### src/design/rfd_pkg.sv
// Shared types and constants for the RPC frame deframer.
// No dependencies.
package rfd_pkg;

    localparam int unsigned ID_MAX_DEFAULT   = 128;
    localparam int unsigned TEXT_MAX_DEFAULT = 512;
    localparam logic [16:0] FIXED_OVERHEAD   = 17'd26;
    localparam int unsigned QUEUE_DEPTH      = 4;

    typedef enum logic [2:0] {
        KIND_ID      = 3'd0,
        KIND_NAME    = 3'd1,
        KIND_INFO    = 3'd2,
        KIND_PAYLOAD = 3'd3,
        KIND_ERRCODE = 3'd4,
        KIND_OK      = 3'd5,
        KIND_ERR     = 3'd6
    } kind_t;

    typedef enum logic [1:0] {
        REG_START = 2'd0,
        REG_END   = 2'd1,
        REG_MAXLEN = 2'd2
    } reg_index_t;

    typedef struct packed {
        logic [2:0]  kind;
        logic [31:0] value;
        logic        last;
    } result_t;

    typedef struct packed {
        logic [7:0]  start_marker;
        logic [7:0]  end_marker;
        logic [16:0] max_frame_length;
    } cfg_t;

endpackage

### src/design/rfd_cfg.sv
// Configuration register file on an APB-style port.
// Depends on rfd_pkg.
module rfd_cfg (
    input  logic          clk,
    input  logic          rst_n,
    input  logic          psel,
    input  logic          penable,
    input  logic          pwrite,
    input  logic [3:0]    paddr,
    input  logic [31:0]   pwdata,
    output logic [31:0]   prdata,
    output logic          pready,
    output rfd_pkg::cfg_t cfg
);
    import rfd_pkg::*;

    logic [7:0]  start_reg;
    logic [7:0]  end_reg;
    logic [16:0] max_reg;
    logic        wr_en;
    logic [1:0]  idx;

    assign pready = 1'b1;
    assign wr_en  = psel & penable & pwrite;
    assign idx    = paddr[3:2];

    always_ff @(posedge clk or negedge rst_n)
    begin
        if (!rst_n)
        begin
            start_reg <= 8'd2;
            end_reg   <= 8'd3;
            max_reg   <= 17'd65536;
        end
        else if (wr_en)
        begin
            unique case (idx)
                REG_START:  start_reg <= pwdata[7:0];
                REG_END:    end_reg   <= pwdata[7:0];
                REG_MAXLEN: max_reg   <= pwdata[16:0];
                default:    ;
            endcase
        end
    end

    always_comb
    begin
        unique case (idx)
            REG_START:  prdata = {24'd0, start_reg};
            REG_END:    prdata = {24'd0, end_reg};
            REG_MAXLEN: prdata = {15'd0, max_reg};
            default:    prdata = 32'd0;
        endcase
    end

    assign cfg = '{start_marker: start_reg, end_marker: end_reg, max_frame_length: max_reg};

endmodule

### src/design/rfd_parser.sv
// Front end: walks the frame one byte per cycle while in_valid is high and classifies each byte.
// Depends on rfd_pkg.
module rfd_parser #(
    parameter int unsigned ID_MAX_BYTES   = rfd_pkg::ID_MAX_DEFAULT,
    parameter int unsigned TEXT_MAX_BYTES = rfd_pkg::TEXT_MAX_DEFAULT
) (
    input  logic            clk,
    input  logic            rst_n,
    input  logic            in_valid,
    input  logic [7:0]      data_byte,
    input  rfd_pkg::cfg_t   cfg,
    output logic            res_valid,
    output rfd_pkg::result_t res
);
    import rfd_pkg::*;

    typedef enum logic [3:0] {
        PH_HUNT, PH_TOTAL, PH_IDLEN, PH_ID, PH_NAMELEN, PH_NAME, PH_ERRCODE,
        PH_INFOLEN, PH_INFO, PH_PAYLOAD, PH_CHECK, PH_END, PH_SKIP
    } phase_t;

    phase_t      phase_reg, phase_next;
    logic [16:0] pos_reg, pos_next;
    logic [16:0] total_reg, total_next;
    logic [31:0] shift_reg, shift_next;
    logic [16:0] rem_reg, rem_next;
    logic [16:0] sum_reg, sum_next;
    logic [1:0]  wcnt_reg, wcnt_next;

    logic        word_done;
    logic [31:0] word;
    logic [16:0] pos_inc;
    logic [16:0] rem_dec;
    logic [33:0] len_end;
    logic        len_bad;
    logic [31:0] limit;
    logic [16:0] payload_len;
    logic        total_bad;

    assign word      = {shift_reg[23:0], data_byte};
    assign word_done = (wcnt_reg == 2'd3);
    assign pos_inc   = pos_reg + 17'd1;
    assign rem_dec   = rem_reg - 17'd1;
    assign limit     = (phase_reg == PH_IDLEN) ? 32'(ID_MAX_BYTES) : 32'(TEXT_MAX_BYTES);
    assign len_end   = 34'(sum_reg) + 34'(word) + 34'(FIXED_OVERHEAD);
    assign len_bad   = (word > limit) || (len_end > 34'(total_reg));
    assign total_bad = (word < 32'(FIXED_OVERHEAD)) || (word > 32'(cfg.max_frame_length));
    assign payload_len = total_reg - sum_reg - FIXED_OVERHEAD;

    always_comb
    begin
        phase_next = phase_reg;
        pos_next   = pos_reg;
        total_next = total_reg;
        shift_next = shift_reg;
        rem_next   = rem_reg;
        sum_next   = sum_reg;
        wcnt_next  = wcnt_reg;
        res_valid  = 1'b0;
        res        = '{kind: KIND_ERR, value: 32'd0, last: 1'b1};
        if (in_valid)
        begin
            if (phase_reg != PH_HUNT)
            begin
                pos_next = pos_inc;
            end
            if (phase_reg == PH_TOTAL || phase_reg == PH_IDLEN || phase_reg == PH_NAMELEN
                || phase_reg == PH_ERRCODE || phase_reg == PH_INFOLEN)
            begin
                shift_next = word;
                wcnt_next  = wcnt_reg + 2'd1;
            end
            unique case (phase_reg)
                PH_HUNT:
                begin
                    if (data_byte == cfg.start_marker)
                    begin
                        pos_next   = 17'd1;
                        sum_next   = 17'd0;
                        total_next = 17'd0;
                        wcnt_next  = 2'd0;
                        phase_next = PH_TOTAL;
                    end
                end
                PH_TOTAL:
                begin
                    if (word_done)
                    begin
                        total_next = word[16:0];
                        if (total_bad)
                        begin
                            phase_next = PH_HUNT;
                            res_valid  = 1'b1;
                        end
                        else
                        begin
                            phase_next = PH_IDLEN;
                        end
                    end
                end
                PH_IDLEN, PH_NAMELEN, PH_INFOLEN:
                begin
                    if (word_done)
                    begin
                        if (len_bad)
                        begin
                            res_valid = 1'b1;
                            if (pos_inc >= total_reg)
                            begin
                                phase_next = PH_HUNT;
                            end
                            else
                            begin
                                rem_next   = total_reg - pos_inc;
                                phase_next = PH_SKIP;
                            end
                        end
                        else
                        begin
                            sum_next = sum_reg + word[16:0];
                            rem_next = word[16:0];
                            if (phase_reg == PH_IDLEN)
                            begin
                                phase_next = (word == 32'd0) ? PH_NAMELEN : PH_ID;
                            end
                            else if (phase_reg == PH_NAMELEN)
                            begin
                                phase_next = (word == 32'd0) ? PH_ERRCODE : PH_NAME;
                            end
                            else if (word != 32'd0)
                            begin
                                phase_next = PH_INFO;
                            end
                            else
                            begin
                                // no info bytes: go straight to payload, or to the check if the payload is empty
                                rem_next = total_reg - (sum_reg + word[16:0]) - FIXED_OVERHEAD;
                                phase_next = (rem_next == 17'd0) ? PH_CHECK : PH_PAYLOAD;
                            end
                        end
                    end
                end
                PH_ID, PH_NAME, PH_INFO, PH_PAYLOAD:
                begin
                    res_valid = 1'b1;
                    res.value = {24'd0, data_byte};
                    res.last  = 1'b0;
                    rem_next  = rem_dec;
                    unique case (phase_reg)
                        PH_ID:   res.kind = KIND_ID;
                        PH_NAME: res.kind = KIND_NAME;
                        PH_INFO: res.kind = KIND_INFO;
                        default: res.kind = KIND_PAYLOAD;
                    endcase
                    if (rem_dec == 17'd0)
                    begin
                        unique case (phase_reg)
                            PH_ID:   phase_next = PH_NAMELEN;
                            PH_NAME: phase_next = PH_ERRCODE;
                            PH_INFO:
                            begin
                                rem_next   = payload_len;
                                phase_next = (payload_len == 17'd0) ? PH_CHECK : PH_PAYLOAD;
                            end
                            default: phase_next = PH_CHECK;
                        endcase
                    end
                end
                PH_ERRCODE:
                begin
                    if (word_done)
                    begin
                        res_valid  = 1'b1;
                        res.kind   = KIND_ERRCODE;
                        res.value  = word;
                        res.last   = 1'b0;
                        phase_next = PH_INFOLEN;
                    end
                end
                PH_CHECK:
                begin
                    wcnt_next = wcnt_reg + 2'd1;
                    if (word_done)
                    begin
                        phase_next = PH_END;
                    end
                end
                PH_END:
                begin
                    res_valid  = 1'b1;
                    res.kind   = (data_byte == cfg.end_marker) ? KIND_OK : KIND_ERR;
                    phase_next = PH_HUNT;
                end
                PH_SKIP:
                begin
                    if (rem_reg <= 17'd1)
                    begin
                        phase_next = PH_HUNT;
                    end
                    else
                    begin
                        rem_next = rem_dec;
                    end
                end
                default: phase_next = PH_HUNT;
            endcase
        end
    end

    always_ff @(posedge clk or negedge rst_n)
    begin
        if (!rst_n)
        begin
            phase_reg <= PH_HUNT;
            pos_reg   <= 17'd0;
            total_reg <= 17'd0;
            shift_reg <= 32'd0;
            rem_reg   <= 17'd0;
            sum_reg   <= 17'd0;
            wcnt_reg  <= 2'd0;
        end
        else
        begin
            phase_reg <= phase_next;
            pos_reg   <= pos_next;
            total_reg <= total_next;
            shift_reg <= shift_next;
            rem_reg   <= rem_next;
            sum_reg   <= sum_next;
            wcnt_reg  <= wcnt_next;
        end
    end

endmodule

### src/design/rfd_queue.sv
// Result queue between the parser and the consumer.
// Depends on rfd_pkg.
module rfd_queue (
    input  logic             clk,
    input  logic             rst_n,
    input  logic             wr_en,
    input  rfd_pkg::result_t wr_data,
    input  logic             rd_en,
    output rfd_pkg::result_t rd_data,
    output logic             empty,
    output logic             full
);
    import rfd_pkg::*;

    localparam int unsigned AW = $clog2(QUEUE_DEPTH);

    result_t       mem [QUEUE_DEPTH];
    logic [AW-1:0] wp_reg, rp_reg;
    logic [AW:0]   cnt_reg;

    assign empty   = (cnt_reg == '0);
    // the parser writes at the edge that takes its byte, so every slot is usable
    assign full    = (cnt_reg == (AW+1)'(QUEUE_DEPTH));
    assign rd_data = mem[rp_reg];

    always_ff @(posedge clk)
    begin
        if (wr_en)
        begin
            mem[wp_reg] <= wr_data;
        end
    end

    always_ff @(posedge clk or negedge rst_n)
    begin
        if (!rst_n)
        begin
            wp_reg  <= '0;
            rp_reg  <= '0;
            cnt_reg <= '0;
        end
        else
        begin
            if (wr_en)
            begin
                wp_reg <= wp_reg + AW'(1);
            end
            if (rd_en)
            begin
                rp_reg <= rp_reg + AW'(1);
            end
            cnt_reg <= cnt_reg + (AW+1)'(wr_en) - (AW+1)'(rd_en);
        end
    end

endmodule

### src/design/rpc_frame_deframer.sv
// Top level of the RPC frame deframer: registers, parser and result queue.
// Depends on rfd_pkg, rfd_cfg, rfd_parser, rfd_queue.
//
// Channel   Handshake           Payload
// input     push / full         data_byte
// result    empty / pop         kind, value, frame_last
// config    APB psel/penable    paddr, pwdata, prdata
//
// One byte is taken per cycle unless full is high; its result reaches the queue in the same edge.
// The parser keeps one phase register and a few counters, so bytes stream
// back to back. full rises when the four-word result queue holds four words.
// Reset returns to start-byte search with registers at their defaults.
module rpc_frame_deframer #(
    parameter int unsigned ID_MAX_BYTES   = rfd_pkg::ID_MAX_DEFAULT,
    parameter int unsigned TEXT_MAX_BYTES = rfd_pkg::TEXT_MAX_DEFAULT
) (
    input  logic        clk,
    input  logic        rst_n,
    input  logic        push,
    output logic        full,
    input  logic [7:0]  data_byte,
    output logic        empty,
    input  logic        pop,
    output logic [2:0]  kind,
    output logic [31:0] value,
    output logic        frame_last,
    input  logic        psel,
    input  logic        penable,
    input  logic        pwrite,
    input  logic [3:0]  paddr,
    input  logic [31:0] pwdata,
    output logic [31:0] prdata,
    output logic        pready
);
    import rfd_pkg::*;

    cfg_t    cfg;
    result_t res;
    result_t head;
    logic    res_valid;
    logic    accept;
    logic    q_empty;

    assign accept = push & ~full;

    rfd_cfg u_cfg (
        .clk(clk), .rst_n(rst_n), .psel(psel), .penable(penable), .pwrite(pwrite),
        .paddr(paddr), .pwdata(pwdata), .prdata(prdata), .pready(pready), .cfg(cfg)
    );

    rfd_parser #(
        .ID_MAX_BYTES(ID_MAX_BYTES),
        .TEXT_MAX_BYTES(TEXT_MAX_BYTES)
    ) u_parser (
        .clk(clk), .rst_n(rst_n), .in_valid(accept), .data_byte(data_byte),
        .cfg(cfg), .res_valid(res_valid), .res(res)
    );

    rfd_queue u_queue (
        .clk(clk), .rst_n(rst_n), .wr_en(res_valid), .wr_data(res),
        .rd_en(pop & ~q_empty), .rd_data(head), .empty(q_empty), .full(full)
    );

    assign empty      = q_empty;
    assign kind       = head.kind;
    assign value      = head.value;
    assign frame_last = head.last;

endmodule
### config.mk
export PLATFORM = sky130hd
export DESIGN_NAME = rpc_frame_deframer
export DESIGN_NICKNAME = d
export VERILOG_FILES = /design/src/design/rfd_pkg.sv /design/src/design/rfd_cfg.sv /design/src/design/rfd_parser.sv /design/src/design/rfd_queue.sv /design/src/design/rpc_frame_deframer.sv
export SDC_FILE = /design/constraint.sdc
export NUM_CORES = 1
export LEC_CHECK = 0
export ABC_CLOCK_PERIOD_IN_PS = 7300
export BUFFER_PORTS_ARGS = -buffer_cell sky130_fd_sc_hd__buf_2
export CORE_UTILIZATION = 55
export CTS_CLUSTER_DIAMETER = 50
export DETAILED_ROUTE_END_ITERATION = 16
export PLACE_DENSITY = 0.77
export SLEW_MARGIN = 20
export SYNTH_ARGS = -nofsm -noshare
export SYNTH_HDL_FRONTEND = slang
export SYNTH_SLANG_ARGS = --single-unit
### constraint.sdc
create_clock -name clk -period 7.3 [get_ports clk]
set_input_delay 0 -clock clk [delete_from_list [all_inputs] [get_ports clk]]
set_output_delay 0 -clock clk [all_outputs]
set_load 0.01 [all_outputs]
# --- Word level (Yosys, flattened, before mapping) ---
# Memories as Yosys holds them, arrays and structs flattened.
# Index checks and enable logic that the tools add are counted.
totals:
  reg_bits: 138
  n_memories: 1
  mem_bits_rw: 144
  output_inout_bits: 71
  input_bits: 51
  elab_cells: 156
classes:
  bitwise: 6
  n_lt_le_gt_ge: 6
  n_mux: 58
  eq_ne: 28
  reduce_logical: 29
  add_sub_neg: 15
memory_table:
  columns: ["name", "depth", "width", "rd", "rd_clocked_by_memory_dff", "wr", "line_no", "source"]
  rows:
  - ["u_queue.mem", 4, 36, 1, 0, 1, "rfd_queue.sv:17", "result_t mem [QUEUE_DEPTH];"]
op_table:
  columns: ["operator", "count"]
  rows:
  - ["two-way mux 17 bit", 16]
  - ["one-hot mux 17 bit (3 select lines)", 2]
  - ["one-hot mux 17 bit (2 select lines)", 2]
  - ["one-hot mux 33 bit (2 select lines)", 1]
  - ["logical NOT 17 bit", 3]
  - ["subtractor 17 bit", 3]
  - ["two-way mux 4 bit", 12]
  - ["two-way mux 36 bit", 1]
  - ["two-way mux 35 bit", 1]
  - ["adder 34 x 5 -> 34 bit, second input constant", 1]
  - ["> comparator 34 x 17 -> 1 bit", 1]
  - ["subtractor 17 x 5 -> 17 bit, second input constant", 2]
  - ["adder 17 x 32 -> 33 bit", 1]
  - ["> comparator 32 x 10 -> 1 bit", 1]
  - ["> comparator 32 x 17 -> 1 bit", 1]
  - ["logical NOT 32 bit", 1]
  - ["less-than comparator 32 x 5 -> 1 bit, second input constant", 1]
  - ["nonzero test 32 bit", 1]
  - ["one-hot mux 4 bit (7 select lines)", 1]
  - ["equality test 4 bit, second input constant", 5]
  - ["adder 17 x 1 -> 17 bit, second input constant", 1]
  - ["adder 17 bit", 1]
  - [">= comparator 17 bit", 1]
  - ["less-or-equal comparator 17 x 1 -> 1 bit, second input constant", 1]
  - ["39 further kinds", 81]

# --- Logic depth before layout (Yosys ltp) ---
depth:
  depth_word: 11
  ltp_mapped: 28

# --- Modules after synthesis ---
# From an unflattened synthesis, not the netlist that was laid out.
hier_totals:
  hier_cells: 1848
  hier_area_um2: 19344.8
by_module_without_submodules:
  columns: ["module", "cells_per_inst", "seq_area_each_um2", "area_each_um2", "instances"]
  rows:
  - ["rfd_parser", 1496, 2452.4, 12049.1, 1]
  - ["rfd_queue", 222, 4499.3, 5599.1, 1]
  - ["rfd_cfg", 128, 830.8, 1669.1, 1]
  - ["rpc_frame_deframer", 2, 0.0, 27.5, 1]

# --- Worst setup path before layout ---
# Ideal clock, no wire load.
synth_timing:
  kind: "register to register"
  start: "reg u_parser.sum_reg[0]"
  end: "mem u_queue.mem[0][0] (netlist name) (enable)"
  arrival_ns: 5.253
  path_stages_with_launch: 25
  slack_ns: 1.623
  required_ns: 6.876
  synth_period_minus_slack_ns: 5.677
  setup_ns: 0.424
  n_path_buf: 1
  path_cell_list: "dfrtp_1 -> ha_1 -> inv_1 -> fa_1 -> nand2b_1 -> a211oi_2 -> o21a_1 -> nor2_1 -> xnor2_1 -> nand3_1 -> nor2_1 -> nand3_1 -> xnor2_1 -> ha_1 -> nand2_1 -> nor4_1 -> a211o_1 -> or3_4 -> a2111oi_4 -> o41ai_4 -> a21o_4 -> buf_12 -> nor2_4 -> nor3_4 -> and2_1"
synth_via:
  elab_chain_len: 10
synth_lines:
  columns: ["item", "line_no", "source"]
  rows:
  - ["from (decl)", "rfd_parser.sv:27", "logic [16:0] sum_reg, sum_next;"]
  - ["from (signal assigned)", "rfd_parser.sv:229", "sum_reg <= sum_next;"]
  - ["adder 17 x 32 -> 33 bit", "rfd_parser.sv:45", "assign len_end = 34'(sum_reg) + 34'(word) + 34'(FIXED_OVERHEAD);"]
  - ["adder 34 x 5 -> 34 bit", "rfd_parser.sv:45", null]
  - ["> comparator 34 x 17 -> 1 bit", "rfd_parser.sv:46", "assign len_bad = (word > limit) || (len_end > 34'(total_reg));"]
  - ["logical OR 1 bit", "rfd_parser.sv:46", null]
  - ["two-way mux 1 bit", "rfd_parser.sv:105", "if (len_bad)"]
  - ["two-way mux 1 bit", "rfd_parser.sv:103", "if (word_done)"]
  - ["one-hot mux 1 bit (4 select lines)", "rfd_parser.sv:73", "unique case (phase_reg)"]
  - ["two-way mux 1 bit", "rfd_parser.sv:61", "if (in_valid)"]
  - ["named net res_valid", "rpc_frame_deframer.sv:40", "logic res_valid;"]
  - ["two-way mux 1 bit", "rfd_queue.sv:28", "if (wr_en)"]
  - ["two-way mux 1 bit (implied by the code)", "rfd_queue.sv:30", "mem[wp_reg] <= wr_data;"]
  - ["to (decl)", "rfd_queue.sv:17", null]
# The timed path passes the listed nets, and every way through them passes these cells.

# --- Worst setup path in the final report ---
layout_timing:
  start: "reg u_parser.sum_reg[0]"
  end: "reg u_parser.rem_reg[2]"
layout_via:
  elab_chain_len: 9
  word_cells_on_any_way: 19
  classes_between: "7 x add/sub; 1 x order compare; 1 x eq/ne; 8 x mux; 2 x reduce/logical"
layout_lines:
  columns: ["item", "line_no", "source"]
  rows:
  - ["parallel branches: the longest is 9 deep, another holds adder 34 x 5 -> 34 bit", null, null]
  - ["to (signal assigned)", "rfd_parser.sv:228", "rem_reg <= rem_next;"]
  - ["to (decl)", "rfd_parser.sv:26", "logic [16:0] rem_reg, rem_next;"]
# Parallel ways; which one is timed is not known. The select of a mux whose other input is x is not followed.
# A chain may end at the register's enable or synchronous reset.

==> results by group <==
Finish
  – Largest register FFs: 144
  – Fin util: 0.637
  – Share of cells above drive strength 1: 0.150
  – Register area: approximately 7800 µm²
  – Fill cell count: 2615
  – Synth-to-layout area growth: 12.6%
  – Area of the multi-input gates: around 9900 µm²
  – Nets@finish: roughly 2100

CTS
  – TritonCTS Buffers: 35
  – Clock Root Buffer: clkbuf_16
  – Post-CTS repair timing setup buffer count: 0
  – CTS max path bufs: 3
  – CTS H-tree depth: 2
  – Sinks on Clock Net: 282
  – Clock latency at the later pin of the worst-skew pair: 0.53 ns
  – TritonCTS clock tree: yes
  – Worst-path clk slew: 0.05 ns

Global routing
  – Vias in the first global route: 14400
  – Total gr overflow: 0
  – Gr usage total: 0.296
  – Largest net degree at the start of global routing: approximately 80
  – Initial antenna violation count: 2
  – First-pass GRT wire length: 78.7 mm

Floorplanning
  – Die Y: 186 µm
  – IO Pins: 122
  – FP Rows: 66
  – Starting density of the core: 0.566
  – Die width: 186 µm
  – Full die area: 34600 µm²
  – Core Area: 32900 µm²

Timing
  – Fin. Hold Viols: 0
  – Hold WS: around 0.022 ns
  – Period utilisation layout: 0.868
  – Worst Tran Pin Value: 0.940 ns
  – RSZ-0062 raised after global routing: false
  – Fmax: roughly 160 MHz
  – Setup TNS: 0 ns
  – Rel. slew slack: 0.369
  – Crit path time final: 6.33 ns
  – Skew final: between 0.01 and 0.015 ns
  – Endpoints failing setup: 0
  – Slew Viols, Final: 0

Logic synthesis
  – Seq/Total Area, Yosys: 0.418
  – Cell taking the most area after synthesis: edfxtp_1
  – Main synth FF type: edfxtp_1
  – Top cells by area, synth: edfxtp_1, dfrtp_1, ha_1, mux4_2, xnor2_1
  – Syn Area/Cell: 10.2 µm²
  – Top-count cell post-synth: inv_1
  – Asr flop ratio synth: 0.489
  – Yosys top cell area share: 0.232
  – Netlist Area Pre-Place: 18600 µm²
  – Post-synth EDFFs: about 140
  – Synth cell types: between 90 and 100
  – Synth Register Bits: between 200 and 300
  – Synth Instances: about 1800
  – Top post-synthesis cells by count: inv_1, edfxtp_1, ha_1
  – Syn. warnings: 0

Power and ir drop
  – Power Dens Cells: a little over 400 nW/µm²
  – Static Leakage: 8.65 nW
  – Design Power: about 8.5 mW
  – Max VDD drop: 0.000287 V

Worst setup path
  – Critical Path Sink Type: flip-flop
  – Crit path kind: flip-flop to flip-flop
  – FF-to-FF Start: u_parser.sum_reg[0]
  – Max FO, Critical Path: 23
  – Worst path required time: 7.71 ns
  – Worst flop-to-flop path endpoint: u_parser.rem_reg[2]
  – CP Launch Type: flip-flop
  – Crit path from: u_parser.sum_reg[0]
  – Reg2reg setup slack: 0.97 ns
  – CP arrival: 6.74 ns
  – Cells on worst reg2reg path: 23

Place
  – Buffers on Ports: 88
  – Final GP Congestion: between 0.9 and 1
  – Hpwl dp: about 35 mm

Drt
  – Detailed Route WL: 49.6 mm
  – Initial DRC Count: about 1100
  – Via Count: 14800
  – Met3 wire length: 3.64 mm
  – DRC: 0
  – TritonRoute pass-1 iters: 7
  – Routed length on met1: 20.7 mm
  – Routed wire per std cell: around 21 µm
  – Vias per cell: 6.14
  – Metal2 WL: 23.4 mm
  – DR top layer: met5
  – DRT antenna net count: 0

Worst hold path
  – Hold Path Depth: 5
  – Hold crit path type: input port to flip-flop
  – Hold Crit Start: penable
  – Endpoint, Worst Hold: u_cfg.max_reg[4]

Job
  – Max-cap violations: 0

Run status
  – Outcome: finished clean
critical path, stage by stage (launching register included):
cell	delay, ns
dfrtp_1	0.38
ha_1	0.24
inv_1	0.07
fa_1	0.39
nand2b_1	0.21
a211oi_2	0.38
o21a_1	0.16
nor2_1	0.04
xnor2_1	0.45
nand3_1	0.28
nor2_1	0.22
nand3_1	0.11
xnor2_1	0.14
ha_1	0.30
nand2_1	0.07
nor4_1	0.35
and4_1	0.31
a21oi_1	0.12
a2111oi_4	0.42
o41ai_4	0.20
a21o_4	0.30
a31oi_4	0.59
o21ai_0	0.19
a22o_1	0.26
cell type report:
class	count	share of cell area
clock buffers	47	0.0487
multi-input cells	1328	0.475
well taps	442	0.0264
repair buffers	138	0.0425
clock inverters	16	0.00944
flip-flops and latches	282	0.372
inverters	148	0.0265
diodes	2	0.000239
per-layer routing:
metal | global-route usage | up-vias
li1 | - | 6845
met1 | 0.384 | 7163
met2 | 0.491 | 611
met3 | 0.0552 | 129
met4 | 0.109 | 2
met5 | 0 | -
kinds of logic (layout without fill, tap and decap cells):
logic type | Yosys count | count (layout) | synth area share
simple gates | 518 | 518 | 0.141
compound gates | 428 | 428 | 0.149
flops | 282 | 282 | 0.418
buf+inv | 235 | 349 | 0.0528
fa+ha+maj | 149 | 149 | 0.102
xor+xnor | 121 | 121 | 0.0574
mux | 96 | 96 | 0.0789
other cells | 2 | 18 | 0.000404
power breakdown:
| part | internal, mW | leakage [nW] | total, mW | switching, mW |
|---|---|---|---|---|
| Combinational | 1.88 | 5.03 | 4.47 | 2.59 |
| Clock | 1.07 | 0.597 | 1.78 | 0.709 |
| Sequential | 1.92 | 3.03 | 2.23 | 0.313 |
| Total | 4.87 | 8.65 | 8.48 | 3.62 |
placed cells by master, fill, tap and decap left out, types with 42 or more instances in the layout:
cell / count
dfrtp_1: 133
and2_1: 43
xnor2_1: 76
inv_1: 147
o21ai_0: 131
nor3_1: 42
nand2_1: 132
nand3_1: 46
edfxtp_1: 144
buf_2: 87
a21oi_1: 113
xor2_1: 44
ha_1: 144
nor2_1: 108
worst max-delay path by stage:
stage	to	slack (ns)	depth (start not counted)
after CTS	u_parser.rem_reg[2]	1.03	23
after detailed placement	u_parser.rem_reg[4]	1.08	24
final	u_parser.rem_reg[2]	0.97	23
after floorplan	u_queue.mem[0][0]	1.62	24
after global placement	u_parser.rem_reg[2]	1.23	23
after global routing	u_parser.rem_reg[4]	0.58	24
what timing repair did:
item / CTS / global route
hold endpoints to repair: 122 / 0
resized for setup: 0 / 0
setup endpoints to repair: 0 / 0
hold buffers: 27 / 0
stage by stage:
stage / instance area, µm² / setup slack, ns / std cells
after detailed placement: 19400 / 1.08 / 2311
final: 20900 / 0.967 / 2403
after CTS: 20900 / 1.03 / 2401
after global placement: 19400 / 1.23 / 2311
after floorplan: 18700 / 1.62 / 1845
after global routing: 20900 / 0.576 / 2401
No activity file was read; power rests on OpenSTA's default activity.
